**src/rtl/fac_fifo.sv**
```systemverilog
module fac_fifo #(
  parameter int WIDTH = 8,
  parameter int DEPTH = 4
) (
  input  logic             clk,
  input  logic             rst,
  input  logic             push,
  input  logic [WIDTH-1:0] wdata,
  output logic             full,
  input  logic             pop,
  output logic [WIDTH-1:0] rdata,
  output logic             empty
);

  localparam int AW = (DEPTH > 1) ? $clog2(DEPTH) : 1;

  logic [WIDTH-1:0] mem [DEPTH];
  logic [AW-1:0]    wr_ptr;
  logic [AW-1:0]    rd_ptr;
  logic [AW:0]      count;
  logic             do_push;
  logic             do_pop;

  assign full    = (count == (AW+1)'(DEPTH));
  assign empty   = (count == '0);
  assign do_push = push && !full;
  assign do_pop  = pop && !empty;
  assign rdata   = mem[rd_ptr];

  always_ff @(posedge clk) begin
    if (rst) begin
      wr_ptr <= '0;
      rd_ptr <= '0;
      count  <= '0;
    end else begin
      if (do_push) begin
        wr_ptr <= (wr_ptr == AW'(DEPTH - 1)) ? '0 : wr_ptr + 1'b1;
      end
      if (do_pop) begin
        rd_ptr <= (rd_ptr == AW'(DEPTH - 1)) ? '0 : rd_ptr + 1'b1;
      end
      if (do_push && !do_pop) begin
        count <= count + 1'b1;
      end else if (do_pop && !do_push) begin
        count <= count - 1'b1;
      end
    end
  end

  always_ff @(posedge clk) begin
    if (do_push) begin
      mem[wr_ptr] <= wdata;
    end
  end

endmodule

```
**config.mk**
```make
export PLATFORM = sky130hd
export DESIGN_NAME = fac_fifo
export DESIGN_NICKNAME = d
export VERILOG_FILES = /design/src/rtl/fac_fifo.sv
export SDC_FILE = /design/constraint.sdc
export NUM_CORES = 1
export LEC_CHECK = 0
export ABC_AREA = 1
export BUFFER_PORTS_ARGS = -buffer_cell sky130_fd_sc_hd__buf_2
export CORE_MARGIN = 2
export CORE_UTILIZATION = 60
export DETAILED_ROUTE_END_ITERATION = 10
export PLACE_DENSITY = 0.82
export SYNTH_ARGS = -nofsm -noshare
export SYNTH_HDL_FRONTEND = slang
export SYNTH_SLANG_ARGS = --single-unit
```
**constraint.sdc**
```tcl
create_clock -name clk -period 4.16 [get_ports clk]
set_input_delay 0.832 -clock clk [delete_from_list [all_inputs] [get_ports clk]]
set_output_delay 0.832 -clock clk [all_outputs]
set_load 0.005 [all_outputs]
```
== Yosys cells after proc, flatten, opt, wreduce, memory -nomap -nowiden ==
Memory sizes are Yosys's and may differ from the RTL's. A register that Yosys moved wholly into a read port is not among the register bits.
Cells that the tools add are included.
Operators by class
  reduce and logical (&&, ||, !) cells: 10
  add/sub/neg operators: 4
  mux-type cells: 8
  eq/ne operators: 3
Operators with widths (count)
  2-bit two-way mux: 4
  3-bit two-way mux: 2
  2-bit by 1-bit adder with 2-bit output (second input constant): 2
  2-bit == test (second input constant): 2
  1-bit logical AND: 4
  1-bit logical NOT: 4
  3-bit by 1-bit adder with 3-bit output (second input constant): 1
  3-bit == test (second input constant): 1
  3-bit logical NOT: 1
  3-bit by 1-bit subtractor with 3-bit output (second input constant): 1
  1-bit two-way mux: 2
  2-bit nonzero test: 1
Storage, ports and cells
  memories kept: 1
  memory bits (writable): 32
  flip-flop bits (word level): 7
  word-level logic and storage cells: 29
  input bits: 12
  output and inout port bits: 10
Memories
  mem: depth 4, bits a word 8, read ports 1, clocked after memory_dff 1, write ports 1, line 17  | logic [WIDTH-1:0] mem [DEPTH];

== Logic depth before layout (Yosys ltp) ==
  depth in word-level cells: 7
  depth in mapped cells: 13
  mapped depth without buffers: 13

== Worst setup path before layout ==
No wires, ideal clock.
  path type: input to register
  start point: input push
  end point: register count[1]
  data arrival time: 1.835 ns
  stages: 7
  path slack: 2.210 ns
  path buffers: 0
  setup time: 0.116 ns
  required time: 4.044 ns
  cell sequence: nand2_2 -> inv_1 -> ha_1 -> inv_1 -> fa_1 -> o21ai_0 -> nor2_1
Between the ends
  cells in the longest elaborated chain, start to end: 4
  elaborated cells between the ends (all ways): 6
  those cells by class: 1 x mux; 5 x reduce/logical
Ends and longest elaborated chain
  start, declared: line 7  | input logic push,
  1-bit logical AND (*): line 26  | assign do_push = push && !full;
  named net do_push: line 21  | logic do_push;
  1-bit logical NOT: line 44  | end else if (do_pop && !do_push) begin
  1-bit logical AND: line 44
  2-bit nonzero test (no line)
  end signal, assigned: line 43  | count <= count + 1'b1;
  end signal, assigned: line 45  | count <= count - 1'b1;
  end, declared: line 20  | logic [AW:0] count;
Mark *: on every way through the listed nets, which the timed path passes. The rest lies on a longest branch.
A chain may end at the register's enable or synchronous reset.

==> summary.txt <==
Yosys
  • Area leader, netlist: edfxtp_1
  • Leading post-synthesis cells by cell area: edfxtp_1 (57%), dfxtp_1 (11%), nor2_1 (7.3%)
  • Post-synth top area share: a little under three fifths
  • Cell count after synthesis: roughly 150
  • Post-synthesis area per instance: approximately 12 sq um
  • Synthesized area: 0.00170 sq mm
  • Register bit total from synthesis: between 40 and 50
  • Synth unique cells: 19
  • Synthesized Nets: about 170
  • Yosys warning count: 0
  • Sequential fraction of the synthesis area: between 60 and 70%

Worst setup path
  • Critical Path RT: about 3300 ps
  • Slowest-stage cell, CP: dfxtp_1
  • Reg2Reg Capture Point: count[1]$_SDFFE_PP0P_
  • Worst r2r src: count[1]$_SDFFE_PP0P_
  • Crit path cell chain: inv_2 > o21ai_0 > o22ai_1 > buf_2
  • Critical Path End: rdata[3]
  • Max Fanout on Critical Path: 17
  • Largest stage delay, worst path: roughly 700 ps
  • CP arrival: roughly 1800 ps
  • Worst reg2reg path depth: 9
  • Endpoint class of the critical path: output port
  • Element type at the critical path start: flop
  • R2R setup slack: approximately 2300 ps
  • CP Class: flop to output port

Pwr
  • Gate power share: a little under 30%
  • Tot Pwr: between 1 and 1.5 mW
  • Leak: between 0.7 and 0.8 nW
  • Int Pwr: 0.787 mW
  • Sequential power share: 48.4%
  • Clock share of power: between 20 and 25%
  • Pwr Density: between 600 and 700 mW/mm^2
  • NetSw: between 0.3 and 0.4 mW
  • Max VDD drop: around 440 uV
  • Sw Share: about a third

Placed design
  • GP Congestion: 0.756
  • IO buf count: 21
  • Dpl cells: just under 200
  • DP HPWL: ~2000 um
  • Place WS: approximately 1900 ps
  • Placed Area: ~0.0018 sq mm

Finish
  • Fin util: between 70% and 80%
  • # diodes: 0
  • Final Instance Area: around 0.0019 sq mm
  • Non-filler instance count after layout: between 200 and 250
  • Ratio of cells with drive above 1 in the final layout: between 10% and 20%
  • Fin nets: ~190
  • Number of fill cells: roughly 200
  • Register area: about 0.0011 sq mm
  • Area grow syn2layout: 12.2%
  • Area occupied by multi-input gates: between 400 and 500 sq um

Routing
  • DRC: 0
  • Routed Antenna Nets: 0
  • DR WL/cell: about 14 um
  • Vias per Instance: between 5 and 6
  • Routed vias: 1,070
  • Drt first pass iters: 4
  • Total Wirelength: a little under 3000 um
  • DR iter-0 viols: 37

GRT
  • Initial antenna violation count: 0
  • Congestion Overflow GR: 0
  • Number of global-route vias before repair: about 1,000
  • First-pass GRT wire length: between 4000 and 5000 um
  • Largest net degree at the start of global routing: 18
  • Total global-route track usage: a little under a fifth

Die
  • Initial Utilization: a little over three fifths
  • Row count: 19
  • Ports: 22
  • Core area: 0.00271 sq mm
  • Die height: 57.2 um
  • Horiz. Die Dim: 57.2 um
  • Die ar.: between 0.003 and 0.004 sq mm

STA
  • Headroom to the max-slew limit: 47.6%
  • Peak Freq: ~380 MHz
  • Max-slew violations: 0
  • Worst hold slack: about 540 ps
  • Final min period: 2630 ps
  • Setup Total Neg Slack: 0 ps
  • Final hold violations: 0
  • Setup Viol. Count Final: 0
  • Setup ws final: about 1500 ps
  • RSZ-0062 raised after global routing: no
  • Setup Skew: between 3 and 4 ps
  • Actual slew at the worst max-slew pin: 783 ps
  • Final critical-path share of the clock period: between 60% and 70%

CTS
  • Setup repair bufs after CTS: 0
  • Deepest clock path buffer count: 2
  • Clock transition at the registers of the reported paths: between 100 and 150 ps
  • Cts repair resizes: 0
  • Clk root buf: clkbuf_4
  • CTS tree: done
  • Num CTS Buffers: 5
  • Post-CTS Hold Fix Bufs: 0
  • Clock sinks: around 40
  • Worst-Skew Late Latency: approximately 330 ps
  • H-tree levels: 2

Status
  • Status: finished clean

Hold path
  • Worst Hold Class: flop to flop

Flow run
  • Maxcap violations: 0
-- worst min path at each step --
stage | start | endpoint | slack, ps | cells after the start
after floorplan | rd_ptr[1]$_SDFFE_PP0P_ | flop | 480 | 2
after global placement | count[1]$_SDFFE_PP0P_ | count[1]$_SDFFE_PP0P_ | 510 | 2
final | rd_ptr[1]$_SDFFE_PP0P_ | rd_ptr[1]$_SDFFE_PP0P_ | 540 | 2
after global routing | rd_ptr[1]$_SDFFE_PP0P_ | rd_ptr[1]$_SDFFE_PP0P_ | 570 | 2
after CTS | rd_ptr[1]$_SDFFE_PP0P_ | rd_ptr[1]$_SDFFE_PP0P_ | 540 | 2
after detailed placement | rd_ptr[1]$_SDFFE_PP0P_ | flop | 520 | 2
-- worst max-delay path: cells and delay by family (launching register included) --
kind,cells,cell delay (ps)
flip-flops,1,690
buffers and inverters,2,400
AO/OA/AOI/OAI,2,380
-- layer usage --
metal | global-route usage (%) | vias to the layer above | routed length [um]
met5 | 0 | - | 0
met4 | 8.64 | 0 | 17
li1 | - | 553 | -
met3 | 4.54 | 2 | 169
met1 | 21.1 | 485 | 1140
met2 | 32.5 | 30 | 1570
-- logic make-up (layout without fill, tap and decap cells) --
logic type,count (synthesis),after routing,synth area share [%]
buffers and inverters,20,47,5.31
adder cells (fa/ha/maj),7,7,5.60
AND/OR/NAND/NOR,51,51,12.1
AO/OA/AOI/OAI,27,27,9.22
XOR/XNOR,1,1,0.516
flip-flops,41,41,67.3
-- layout make-up --
class | instances | share of cell area (%)
Multi-Input combinational cell | 86 | 24.5
Tap cell | 31 | 2.04
Sequential cell | 41 | 60.0
Inverter | 18 | 3.55
Clock buffer | 7 | 2.89
Timing Repair Buffer | 21 | 5.52
Clock inverter | 1 | 1.58
-- power by group through the flow --
stage | registers, mW | clock network (mW) | logic (mW)
2_1_floorplan | 0.549 | 0 | 0.244
3_3_place_gp | 0.564 | 0 | 0.315
3_5_place_dp | 0.569 | 0 | 0.335
4_1_cts | 0.559 | 0.268 | 0.338
5_1_grt | 0.566 | 0.283 | 0.385
6_report | 0.559 | 0.261 | 0.335
-- layout by cell type, fill, tap and decap left out, drive strengths merged --
master and n:
ha 6, clkbuf 7, inv 18, nand3 1
edfxtp 32, xor2 1, a21oi 2, o22ai 8
dfxtp 9, nor2 33, bufinv 1, nand3b 2
o21ai 17, buf 21, nand4 1, nand2 14
fa 1
-- synth_stat cells (all sizes together) --
| cell | n |
|---|---|
| dfxtp | 9 |
| nand2 | 14 |
| xor2 | 1 |
| buf | 2 |
| nor2 | 33 |
| ha | 6 |
| nand4 | 1 |
| o21ai | 17 |
| nand3 | 1 |
| nand3b | 2 |
| fa | 1 |
| edfxtp | 32 |
| inv | 18 |
| o22ai | 8 |
| a21oi | 2 |
-- registers in the layout, indices dropped and copies added, names as in the netlist, named ones only --
name and count:
wr_ptr 2, rd_ptr 2, count 3, mem 32
Note: power is estimated with default switching activity, not from simulation.
