### src/rtl/fac_pkg.sv
package fac_pkg;

  typedef enum logic {
    OP_LOAD = 1'b0,
    OP_TEST = 1'b1
  } op_t;

  // One request as it travels from the front to the back. A test carries
  // both candidate corners per axis (minimum corner and maximum corner);
  // the back picks one by the sign of each normal component.
  typedef struct packed {
    op_t              kind;
    logic [2:0]       index;
    logic [2:0][15:0] normal;
    logic [31:0]      offset;
    logic [2:0][31:0] corner_lo;
    logic [2:0][31:0] corner_hi;
  } cmd_t;

  localparam int CMD_W      = $bits(cmd_t);
  localparam int PROD_W     = 48;
  localparam int ACC_W      = 52;
  localparam int CMDQ_DEPTH = 4;
  localparam int RESQ_DEPTH = 2;

endpackage

### src/rtl/fac_front.sv
module fac_front import fac_pkg::*; #(
  parameter int NUM_PLANES = 6
) (
  input  logic               push,
  input  logic               operation,
  input  logic [2:0]         plane_index,
  input  logic signed [15:0] normal_x,
  input  logic signed [15:0] normal_y,
  input  logic signed [15:0] normal_z,
  input  logic signed [31:0] plane_offset,
  input  logic signed [30:0] box_origin_x,
  input  logic signed [30:0] box_origin_y,
  input  logic signed [30:0] box_origin_z,
  input  logic [29:0]        box_size_x,
  input  logic [29:0]        box_size_y,
  input  logic [29:0]        box_size_z,
  input  logic               q_full,
  output logic               q_push,
  output cmd_t               q_cmd
);

  localparam logic [3:0] PLANE_LIMIT = 4'(NUM_PLANES);

  logic is_test;
  logic index_ok;
  logic [2:0][30:0] origin;
  logic [2:0][29:0] size;

  assign is_test  = (operation == OP_TEST);
  assign index_ok = ({1'b0, plane_index} < PLANE_LIMIT);

  assign origin = {box_origin_z, box_origin_y, box_origin_x};
  assign size   = {box_size_z, box_size_y, box_size_x};

  // A load to a slot that does not exist has no effect, so it is dropped here.
  assign q_push = push && !q_full && (is_test || index_ok);

  always_comb begin
    q_cmd.kind   = is_test ? OP_TEST : OP_LOAD;
    q_cmd.index  = plane_index;
    q_cmd.normal = {normal_z, normal_y, normal_x};
    q_cmd.offset = plane_offset;
    for (int k = 0; k < 3; k++) begin
      q_cmd.corner_lo[k] = {origin[k][30], origin[k]};
      q_cmd.corner_hi[k] = {origin[k][30], origin[k]} + {2'b00, size[k]};
    end
  end

endmodule

### config.mk
export PLATFORM = sky130hd
export DESIGN_NAME = fac_front
export DESIGN_NICKNAME = d
export VERILOG_FILES = /design/src/rtl/fac_pkg.sv /design/src/rtl/fac_front.sv
export SDC_FILE = /design/constraint.sdc
export NUM_CORES = 1
export LEC_CHECK = 0
export BUFFER_PORTS_ARGS = -buffer_cell sky130_fd_sc_hd__buf_4
export CAP_MARGIN = 20
export CORE_AREA = 3 3 214 216
export DETAILED_ROUTE_END_ITERATION = 6
export DIE_AREA = 0 0 217 219
export GPL_TIMING_DRIVEN = 0
export PLACE_DENSITY = 0.34
export REMOVE_ABC_BUFFERS = 1
export SETUP_SLACK_MARGIN = 0.05
export SYNTH_ARGS = -nofsm -noshare
export SYNTH_HDL_FRONTEND = slang
export SYNTH_SLANG_ARGS = --single-unit
### constraint.sdc
create_clock -name vclk -period 6.9
set_clock_uncertainty 0.1 [all_clocks]
set_input_delay 0.345 -clock vclk [all_inputs]
set_output_delay 0.345 -clock vclk [all_outputs]
set_load 0.01 [all_outputs]
## Word-level counts from Yosys, hierarchy flattened

Index checks and enable logic that the tools add are counted.

- ROM bits: 0
- Word-level logic and storage cells: 9
- Memory bits (writable): 0
- Output and inout bits: 277
- Memories: 0
- Flip-flop bits (word level): 0
- Input bits: 269
- Bits in latches: 0

- Div/mod/pow operators: 0
- $mul: 0
- $add $sub $neg: 3
- Reductions and logical operators: 4
- Order comparisons: 1
- Eq/ne operators: 0
- Shift operators: 0
- Multiplexer cells: 1
- Bitwise operators: 0

Operators with widths:

| kind | number |
|---|---|
| $add A31 B31 Y32 | 3 |
| $lt A3 B3 Y1 const B | 1 |
| $logic_and A1 B1 Y1 | 2 |
| $logic_not A1 Y1 | 1 |
| $logic_or A1 B1 Y1 | 1 |
| $mux W1 | 1 |

## Depth between registers and ports, before layout

Gate-level depths: netlist (run 1).

- Word-level depth: 3
- Mapped depth: 10
- Mapped depth without buffers: 10

## Worst setup path after synthesis (run 1)

Ideal clock, no wire load.

- Kind: in2out
- Start point: input port box_origin_y[11]
- End point: output port q_cmd[61] (netlist bit)
- Data required time: 6.455 ns
- Setup slack: 3.954 ns
- Arrival time: 2.501 ns
- Cell stages on the path: 10
- Path buffers: 1
- Cell sequence: ha_1 buf_2 nand4_1 a2111o_1 a211oi_2 a211oi_1 a21bo_1 o31a_1 o21ai_2 xor2_1

RTL lines:

| what | line | source |
|---|---|---|
| start: declaration | fac_front.sv:12 | `input logic signed [30:0] box_origin_y,` |
| end: declaration | fac_front.sv:19 | `output cmd_t q_cmd` |

==> results.md, run 1 <==
Outcome:
- The flow ran to the end, and the final reports show no timing, DRC or antenna violations.

Detailed routing:
- The detailed-route DRC error count is 0.
- The highest metal layer used by the detailed router is met5.
- After detailed routing, the met2 layer carries ~14,000 um of wire.
- The aggregate routed wire length is approximately 35,000 um.
- The count of nets left with antenna violations once routing finished came out at 0.
- The iteration-0 DRC count of the detailed router is ~270.
- The via-per-instance ratio is around 4.2.
- Wire segments on met3 add up to about 6000 um in the final route.
- The total vias in the final route is 6,771.
- The first-pass detailed-route iteration total is 4.
- After detailed routing, the average wire length per cell comes to approximately 21 um.
- For this block, wires on met1 add up to around 14,000 um.

Die:
- In this run the vertical extent of the chip is 219 um.
- The number of placement rows is 77.
- In this run the horizontal extent of the chip is about 220 um.
- The area of the core is about 44,000 sq um.
- For this design the top-level I/O count stands at between 500 and 600.
- The effective utilization at floorplan is 13.9%.
- The floorplan die area is 47,500 sq um.

Synthesis:
- The largest family of logic cells by synthesized area is compound AO/OA/AOI/OAI gates.
- The synthesized netlist devotes around 30% of its cell area to compound gates.
- The xor and xnor area share after synthesis is between 10% and 20%.
- The synthesized netlist occupies a cell area of roughly 6000 sq um.
- The simple logic cell fraction of the synthesized area is a little over an eighth.
- Ranked by total cell area, the synthesized netlist is headed by buf_4 (22%), ha_1 (18%), xnor2_1 (7.7%).
- In this run, distinct cell masters in the synthesized netlist total 58.
- Yosys printed 0 warnings.
- The multiplexer area fraction after synthesis is 0%.
- Sequential elements use 0% of the synthesized area.
- After Yosys synthesis, full adders, half adders and majority gates account for between 10% and 20% of the synthesized area.
- The top cell type's share of synthesized area is between 20% and 30%.
- The average instance in the mapped netlist occupies about 7.2 sq um.
- The dominant cell type by area after synthesis is buf_4.
- The number of instances in the synthesized netlist is about 860.

Final layout:
- Excluding fillers, the count of instances in the completed layout stands at 1,624.
- In the final layout, flip-flops and latches occupy 0 sq um.
- The final net count is about 1,400.
- Summing all non-filler instances in the final layout gives an area of about 8300 sq um.
- The fraction of final layout cells with drive strength greater than 1 is between 30% and 40%.
- The post-synthesis to final-layout area growth is 34.9%.
- The repair_antennas step left the layout with diodes totalling 0.
- There are 0 flip-flops and latches.
- The filler cells instantiated in the layout total about 5,100.
- The layout has 0 clock buffers.
- Measured on the finished design, the core utilization comes to between 10% and 20%.

Setup path:
- Broken down by cell family, the worst path's largest delay share belongs to compound AO/OA/AOI/OAI gates.
- The endpoint class of the critical path is an output pin.
- The slowest stage of the critical path is the a211oi_1 cell.
- The arrival time of the worst setup path is 3.29 ns.
- Of all nets on the critical path, the largest fanout is 3.
- The critical path in this run is classified as input port to output pin.
- Together, buffers and inverters on the worst path number 2.
- The required time of the critical path is 6.45 ns.
- The critical path goes through buf_4 -> ha_1 -> fa_1 -> a21oi_1 -> o21ai_1 -> a21oi_1 -> o311ai_1 -> a211oi_1 -> a31o_2 -> nand4b_1 -> o311ai_1 -> buf_4.
- The startpoint kind of the worst setup timing path is an input port.
- On the worst path, the slowest cell contributes a delay of approximately 0.54 ns.

Global route:
- The overall overflow remaining after global route is 0.
- The first global-routing pass estimated around 48,000 um of wire.
- The initial antenna violation count is 0.
- Entering global routing, the biggest net connects 11 pins.
- For this run, the total global-route usage over all layers was measured as between 10% and 20%.
- The number of global-route vias before repair is slightly below 7,000.

Pwr:
- For this design the static power due to leakage is ~0.0041 uW.
- The power per unit of standard cell area is ~110 nW/um^2.
- The internal power contribution is 452 uW.
- Per report_power, the sequential group accounts for 0% of the total.
- VDD sags by at most between 0.03 and 0.04 mV.
- The share of power burned in combinational logic is 100.0%.
- The net switching power of the design is around 500 uW.
- The fraction of power spent switching nets is about 52%.
- In this run, the clock network consumes 0% of the power.

STA:
- The final number of max-transition violations is 0.
- For the pin with the worst max-slew slack, the measured transition is 0.843 ns.
- The final number of setup-violating endpoints is 0.
- The final total negative setup slack is 0 ns.
- The minimum clock period is approximately 3.7 ns.
- The final period utilization is a little over half.
- The count of endpoints failing hold in the final timing report is 0.
- Setup repair after global routing left no endpoint under its margin.
- The final critical-path setup slack is ~3.2 ns.
- The worst slew margin relative to its limit is a little over two fifths.
- The maximum operating frequency is 267 MHz.

Placement:
- The post-detailed-placement cell area is 8290 sq um.
- Routability-driven placement finished with a final weighted congestion of 0.812.
- After detailed placement, the design holds a cell count of roughly 1,600.
- The placement-stage worst setup slack is about 3.0 ns.
- The number of I/O port buffers is roughly 380.
- The total half-perimeter wirelength after legalization and detailed placement is between 30,000 and 40,000 um.

CTS:
- Hold repair after CTS inserted 0 buffers.
- Buffers added to address setup during post-CTS repair amount to 0.
- Once the clock tree was built, the resizer swapped 0 gates to a different size.

Flow run:
- The max-capacitance violation count is 0.

Min path:
- In this run the worst hold path is classified as input port to output pin.
==> stage by stage <==
step	hold WS [ns]	total power [uW]
2_1_floorplan	0.590	462
3_3_place_gp	0.590	960
3_5_place_dp	0.590	954
4_1_cts	0.590	958
5_1_grt	0.590	1040
6_report	0.590	946
==> Yosys cell counts (3+ instances only) <==
library cell,n
buf_4,182
a21oi_1,93
ha_1,90
a21o_1,59
xnor2_1,54
nand2_1,47
nor2_1,34
xor2_1,30
o21ai_0,29
clkbuf_1,26
nand4_1,20
inv_1,18
o21ai_1,14
o21bai_1,14
nand3_1,13
nor2b_1,13
a31oi_1,12
a211oi_1,10
nand2b_1,9
nor3_1,8
or3_1,8
o211ai_1,6
a41oi_1,5
and3_1,5
o21a_1,5
a2111oi_0,3
a21boi_1,3
fa_1,3
nor4_1,3
o31ai_1,3
==> area by class of cell <==
| cell class | instances | area [sq um] | area share (%) |
|---|---|---|---|
| inverters | 18 | 67.6 | 0.815 |
| repair buffers | 384 | 2880 | 34.8 |
| multi-input cells | 630 | 4600 | 55.5 |
| well taps | 592 | 741 | 8.93 |
==> routing by layer <==
layer / vias to the layer above / global-route usage (%)
met5: - / 6.35
met3: 20 / 10.5
met4: 8 / 0.891
met2: 429 / 19.2
met1: 3037 / 15.8
li1: 3277 / -
==> cells in the final DEF, fill, tap and decap left out, types with 8 or more instances in the layout <==
master,n
nand2_1,47
o21bai_1,14
or3_1,8
xor2_1,30
nand4_1,20
nand3_1,13
o21ai_1,14
o21ai_0,29
inv_1,18
nand2b_1,9
a21o_1,59
buf_4,384
nor2_1,34
a31oi_1,12
nor2b_1,13
ha_1,90
xnor2_1,54
a211oi_1,10
nor3_1,8
a21oi_1,93
==> final timing paths <==
path / from / to / depth (start not counted)
min: normal_x[0] / q_cmd[224] / 0
max: box_origin_x[0] / q_cmd[28] / 12
==> cell families after synthesis <==
| kind of cell | Yosys count |
|---|---|
| AO/OA/AOI/OAI | 284 |
| XOR/XNOR | 84 |
| adder cells (fa/ha/maj) | 93 |
| buffers and inverters | 229 |
| AND/OR/NAND/NOR | 169 |
==> power by group through the flow <==
stage / logic [uW] / registers, uW / clock network [uW]
after CTS: 958 / 0 / 0
final: 946 / 0 / 0
after floorplan: 462 / 0 / 0
after global routing: 1040 / 0 / 0
after detailed placement: 954 / 0 / 0
after global placement: 960 / 0 / 0
(Power assumes the default switching activity.)
==> run 2, diff against run 1 <==
Settings changed: ABC_AREA set to 1, CORE_AREA 3 3 214 216 to 3 3 213 215, DIE_AREA 0 0 217 219 to 0 0 216 218, PLACE_DENSITY 0.34 to 0.41.
Clock period 6.9 ns to 3 ns, I/O delays scaled along.
==> run 2 against run 1 <==
Setup slack worse by 2.5 ns. Synthesized cell count up 90%. Cell count up 49%. Critical path depth up 2. Wire length up 14%. Critical path type unchanged.
==> results.md, run 2 <==
Outcome:
- The flow ran to the end, and the final reports show no timing, DRC or antenna violations.

Min path:
- The class of the worst hold path is input port to output pin.
- The number of cells traversed by the worst hold path was 0 (unchanged).
- The end of the worst hold path is q_cmd[241].
- The startpoint of the worst hold path is normal_y[1].

STA:
- The final critical-path setup slack was 0.663 ns (-2.50 ns).
- The final total negative setup slack was 0 ns (unchanged).
- Setup repair after global routing left no endpoint under its margin.
- The actual transition at the worst max-transition pin is 0.329 ns (-0.514 ns).
- In the finished design, the share of the clock period the worst path needs comes to 77.9%.
- The minimum clock period is 2.34 ns.
- The maximum operating frequency is about 430 MHz.
- The count of endpoints failing hold in the final timing report is 0 (unchanged).
- The final number of max-transition violations came to 0 (unchanged).
- The worst slew margin relative to its limit is 78.0% (+35 points).
- The final number of setup-violating endpoints is 0 (unchanged).

Detailed routing:
- The mean routed wirelength per cell is 16.3 um (-23%).
- The aggregate routed wire length came to 39,500 um (+14%).
- The iteration-0 DRC count of the detailed router is 459 (+68%).
- The remaining number of nets flagged by the antenna check after routing is 0 (unchanged).
- The detailed-route DRC error count is 0 (unchanged).
- The first-pass detailed-route iteration total is 5 (+1).
- The via-per-instance ratio is 4.02 (-3.6%).
- The total vias in the final route was 9,748 (+44%).

Synthesis:
- In the post-synthesis netlist, the biggest area contributors are nand2_1 (30%), buf_4 (16%), inv_1 (15%).
- The number of library cell types mapped by synthesis is 19 (-67%).
- In the post-synthesis netlist, the cell with the most instances is nand2_1.
- The number of warnings reported in the yosys synthesis log came to 0 (unchanged).
- The area of the mapped netlist is 8230 sq um (+34%).
- Sorting the synthesized cells by how often they occur yields nand2_1 (659), inv_1 (326), buf_4 (180).
- The top cell type's share of synthesized area came to 30.1% (+7.8 points).
- The average footprint of a synthesized cell came to 5.05 sq um (-29%).
- The fraction of the yosys area taken by sequential cells is 0% (unchanged).
- The largest total area in the synthesized netlist belongs to nand2_1.
- The number of instances in the synthesized netlist is 1,629 (+90%).

CTS:
- The total setup buffers inserted after CTS was 0 (unchanged).
- The number of instances resized during post-cts repair is 0 (unchanged).
- The hold buffer count at cts is 0 (unchanged).

Pwr:
- The relative contribution of the clock network to total power is 0% (unchanged).
- The cell leakage power came to 0.00684 uW (+68%).
- The share of power burned in combinational logic is 100.0% (about the same).
- The net switching power of the design came to 1340 uW (+170%).
- The internal power contribution was 993 uW (+120%).
- The highest ir drop seen on vdd is 0.0889 mV (+170%).
- The sequential share of power was 0% (unchanged).
- The fraction of power spent switching nets was 57.4% (+5.2 points).
- The power per unit of standard cell area is 222 nW/um^2 (+95%).

Die:
- The number of placement rows was 77 (unchanged).
- The area of the core is 43,900 sq um (-0.44%).
- The effective utilization at floorplan is 18.7% (+4.8 points).
- The y dimension of the die is 218 um (-0.46%).
- The boundary pin count was 546 (unchanged).
- The floorplan die area is 47,100 sq um (-0.92%).
- The die extent in x came to 216 um (-0.46%).

Setup path:
- The critical path is of the input port to output pin type.
- The critical path startpoint is box_origin_x[0].
- The startpoint kind of the worst setup timing path is an input port.
- The endpoint class of the critical path is an output pin.
- The maximum fanout encountered on the critical timing path came to 4 (+1).
- The arrival time of the worst setup path is 2.09 ns (-1.20 ns).
- The required time of the critical path is 2.75 ns (-3.70 ns).

Placement:
- The number of I/O port buffers is 384 (unchanged).
- The weighted congestion reported at the end of routability-driven placement is 0.864 (+6.3%).
- The placement-stage worst setup slack is 0.662 ns (-2.37 ns).
- The total half-perimeter wirelength after legalization and detailed placement is 36,200 um (+16%).

Final layout:
- The fraction of final layout cells with drive strength greater than 1 was 23.0% (-15 points).
- The final design utilization is 23.9% (+5.1 points).
- The footprint of the flip-flops and latches is 0 sq um (unchanged).
- In the layout the commonest cells are nand2_1 (659), buf_4 (384), inv_1 (326).
- The clock buffer instance count of the final layout is 0 (unchanged).
- Leaving out fill and tap cells, the most frequent cell in the layout is nand2_1.
- The count of sequential standard cells is 0 (unchanged).
- The number of diodes added for antenna fixing came to 0 (unchanged).
- The final net count is 2,197 (+57%).
- The post-synthesis to final-layout area growth is 27.6%.

Global route:
- The total routing usage reported by global routing was 15.7% (+2.3 points).
- The initial antenna violation count is 0 (unchanged).
- The pin count of the biggest net entering global routing is 7 (-4).
- The wire length of the first global-routing pass is 56,300 um (+18%).
- The overall overflow remaining after global route was 0 (unchanged).
- The number of global-route vias before repair came to 9,312 (+35%).

Flow run:
- The max-capacitance violation count is 0 (unchanged).
## run 2: cell count changes in the layout (fill, tap and decap cells not counted), sizes merged, moves of 36 or more
cell and change:
a21o -59, a21oi -36, inv +312, nand2 +635, nand3 +65, nor2 +87, o21ai -41, xnor2 -54
## run 2: power groups by stage
stage	sequential (uW)	combinational [uW]	clock, uW
after global placement	0	2370	0
after global routing	0	2600	0
final	0	2330	0
after CTS	0	2380	0
after detailed placement	0	2370	0
after floorplan	0	1190	0
## run 2: area by class of cell
type                            instances  area [sq um]
Multi-Input combinational cell       1119          5640
Tap cell                              592           741
Inverter                              330          1240
Fill cell                            5174         33400
Timing Repair Buffer                  384          2880
## run 2: how the worst max path moves through the flow
stage	endpoint	slack, ns	cells after the start
after floorplan	q_cmd[60]	1.25	12
after global placement	q_cmd[28]	0.66	14
after detailed placement	q_cmd[76]	0.66	11
after CTS	q_cmd[76]	0.65	11
after global routing	q_cmd[52]	0.51	14
final	q_cmd[28]	0.66	14
## run 2: per-layer routing
layer / vias up / part of all wire (%) / track usage [%] / wire, um
met1: 4190 / 41 / 18.1 / 16300
li1: 5108 / - / - / -
met3: 14 / 14 / 9.88 / 5710
met4: 8 / 0.24 / 0.350 / 93
met2: 428 / 43 / 25.3 / 17000
met5: - / 1.0 / 6.67 / 411
## run 2: critical path, stage by stage
cell and delay [ns]:
buf_4 0.14, ha_1 0.27, fa_1 0.52, nand3_1 0.14, nand3_2 0.08, nand2_1 0.08
nand2_2 0.08, nand2_1 0.08, nand2_2 0.08, nand2_1 0.11, nand2_1 0.05, nand2_1 0.06
nand2_1 0.08, buf_4 0.16
## run 2: cell families (layout without fill, tap and decap cells)
family / Yosys count / in the layout / share of synthesized area (%)
XOR/XNOR: 45 / 45 / 4.79
adder cells (fa/ha/maj): 93 / 93 / 14.4
AO/OA/AOI/OAI: 69 / 69 / 4.47
AND/OR/NAND/NOR: 912 / 912 / 44.8
buffers and inverters: 510 / 714 / 31.5
## run 2: stage by stage
| step | instances | hold WS, ns | instance area, sq um | total power [uW] |
|---|---|---|---|---|
| after floorplan | 1449 | 0.200 | 6870 | 1190 |
| after global placement | 2425 | 0.200 | 10500 | 2370 |
| after detailed placement | 2425 | 0.200 | 10500 | 2370 |
| after CTS | 2425 | 0.200 | 10500 | 2380 |
| after global routing | 2425 | 0.200 | 10500 | 2600 |
| final | 2425 | 0.200 | 10500 | 2330 |
==> run 3, diff against run 2 <==
Settings changed: ABC_AREA 1 to 0, CORE_AREA 3 3 213 215 to 3 3 214 216, DIE_AREA 0 0 216 218 to 0 0 217 219, PLACE_DENSITY 0.41 to 0.35.
Clock period 3 ns to 2 ns, I/O delays scaled along.
==> run 3 against run 2 <==
Cell count down 29%. Combinational power up 89%. The flow now finishes with violations (setup timing). First-iteration DRC count down 52%. Sequential cell count unchanged. Sequential share of layout area unchanged. Worst hold slack worse by 0.10 ns. Clock-buffer cell count unchanged. Non-clock buffer count up 104. Largest power group unchanged.
==> results.md, run 3 (synthesis results as in run 1) <==
Final layout:
- The filler-free cell count of the finished design is 1,728 (-29%).
- The top cell types in the final layout, fill and taps aside, are buf_4 (426), a21o_1 (59), ha_4 (56).
- The clock buffer instance count of the final layout is 0 (unchanged).
- The fraction of final layout cells with drive strength greater than 1 is 63.7% (+41 points).
- The footprint of the flip-flops and latches came to 0 sq um (unchanged).
- The number of diodes added for antenna fixing is 0 (unchanged).
- The most common library cell in the layout ignoring fill and taps is buf_4.
- The count of sequential standard cells came to 0 (unchanged).
- The post-synthesis to final-layout area growth is 82.3%.
- The final net count was 1,500 (-32%).

Setup path:
- The maximum fanout encountered on the critical timing path is 3 (-1).
- The critical path startpoint is box_origin_y[6].
- The required time of the critical path is 1.80 ns (-0.95 ns).
- The arrival time of the worst setup path is 2.26 ns (+0.17 ns).
- The worst setup path is of the input port to output pin kind.
- The endpoint class of the critical path is an output pin.
- The worst setup path is launched from an input port.

Die:
- The area of the core is 44,100 sq um (+0.44%).
- The number of placement rows is 77 (unchanged).
- The floorplan die area came to 47,500 sq um (+0.92%).
- The boundary pin count is 546 (unchanged).
- The y dimension of the die is 219 um (+0.46%).
- The die extent in x is 217 um (+0.46%).
- The effective utilization at floorplan is 13.9% (-4.8 points).

Placement:
- The total half-perimeter wirelength after legalization and detailed placement is 30,600 um (-16%).
- The weighted congestion reported at the end of routability-driven placement is 0.769 (-11%).
- The number of I/O port buffers is 384 (unchanged).
- The cell count after placement was 1,624 (-33%).

Outcome:
- The checks that failed: setup timing.
- The run finished, with violations left.

STA:
- Setup repair after global routing could not meet its margin everywhere.
- The worst slew margin relative to its limit came to 73.3% (-4.7 points).
- The final period utilization is 123%.
- The final number of max-transition violations is 0 (unchanged).
- The final number of setup-violating endpoints is 64 (+64).
- The worst path in the final design needs a cycle of about 2.5 ns, including I/O delays and setup.
- The final total negative setup slack is -14.82 ns (-14.82 ns).
- The final critical-path setup slack is -0.464 ns (-1.13 ns).
- The actual transition at the worst max-transition pin is 0.400 ns (+0.0703 ns).
- The maximum operating frequency is about 400 MHz.
- The count of endpoints failing hold in the final timing report is 0 (unchanged).

Pwr:
- The power per unit of standard cell area was 394 nW/um^2 (+77%).
- The cell leakage power is 0.00494 uW (-28%).
- The highest ir drop seen on vdd is 0.168 mV (+89%).
- The power after layout is 4410 uW (+89%).

Global route:
- The pin count of the biggest net entering global routing was 11 (+4).
- The total routing usage reported by global routing is 13.8% (-1.9 points).
- The initial antenna violation count is 0 (unchanged).
- The overall overflow remaining after global route is 0 (unchanged).
- The wire length of the first global-routing pass is 50,100 um (-11%).
- The number of global-route vias before repair is 7,459 (-20%).

Detailed routing:
- The aggregate routed wire length was 35,900 um (-9.2%).
- The via-per-instance ratio is 4.25 (+5.7%).
- The first-pass detailed-route iteration total is 4 (-1).
- The mean routed wirelength per cell came to 20.8 um (+27%).
- The total vias in the final route came to 7,339 (-25%).
- The iteration-0 DRC count of the detailed router came to 219 (-52%).
- The remaining number of nets flagged by the antenna check after routing came to 0 (unchanged).
- The detailed-route DRC error count is 0 (unchanged).

Min path:
- In this run the most critical hold path is launched from normal_x[4].
- The worst hold path belongs to the class input port to output pin.

CTS:
- The hold buffer count at cts is 0 (unchanged).

Flow run:
- The max-capacitance violation count is 0 (unchanged).
-- run 3: cell types whose count changed in the layout (fill, tap and decap cells not counted), moves of 30 or more --
| cell | before | now |
|---|---|---|
| ha_4 | 0 | 56 |
| a21oi_2 | 0 | 30 |
| nand2_1 | 659 | 36 |
| buf_6 | 0 | 54 |
| nand3_1 | 68 | 12 |
| nor2_1 | 120 | 27 |
| inv_1 | 326 | 17 |
| xnor2_1 | 0 | 37 |
| buf_4 | 384 | 426 |
| ha_1 | 90 | 25 |
| a21o_1 | 0 | 59 |
-- run 3: power by group --
group	switching, uW	internal, uW	total, uW
sequential	0	0	0
combinational	2120	2290	4410
clock	0	0	0
total	2120	2290	4410
-- run 3: path summary, 6_finish.rpt --
path                          to  slack [ns]  depth (start not counted)
worst max-delay path   q_cmd[61]       -0.46                         11
worst min-delay path  q_cmd[228]        0.10                          0
-- run 3: final cells by class --
type / instances / area (sq um)
Tap cell: 592 / 741
Inverter: 18 / 70.1
Fill cell: 4873 / 32900
Timing Repair Buffer: 488 / 3930
Multi-Input combinational cell: 630 / 6460
-- run 3: stage by stage --
stage,worst slack (ns),cell area (sq um),utilization (%),hold slack [ns]
after floorplan,-0.481,4670,-,0.100
after global placement,-1.09,8290,18.8,0.100
after detailed placement,-1.07,8290,18.8,0.100
after CTS,-0.509,10500,23.7,0.100
after global routing,-0.570,11200,25.4,0.100
final,-0.464,11200,25.4,0.100
-- run 3: metal layers --
layer	routed length (um)	vias to the layer above	GRT usage (%)
li1	-	3474	-
met1	14000	3415	15.6
met2	15400	432	22.0
met3	6110	12	10.0
met4	220	6	0.0652
met5	245	-	4.58
-- run 3: timing repair --
item / 4_1_cts / 5_1_grt
buffers inserted: 69 / 43
resized for setup: 318 / 84
pin swaps: 167 / 97
endpoints found under the setup margin: 74 / 74
-- run 3: critical path: stages --
cell      delay, ns
buf_6          0.10
ha_4           0.26
o211ai_1       0.11
a2111o_1       0.46
a211oi_2       0.18
a211oi_2       0.08
a21bo_1        0.20
o31a_1         0.28
o21ai_2        0.17
xor2_1         0.17
buf_4          0.14
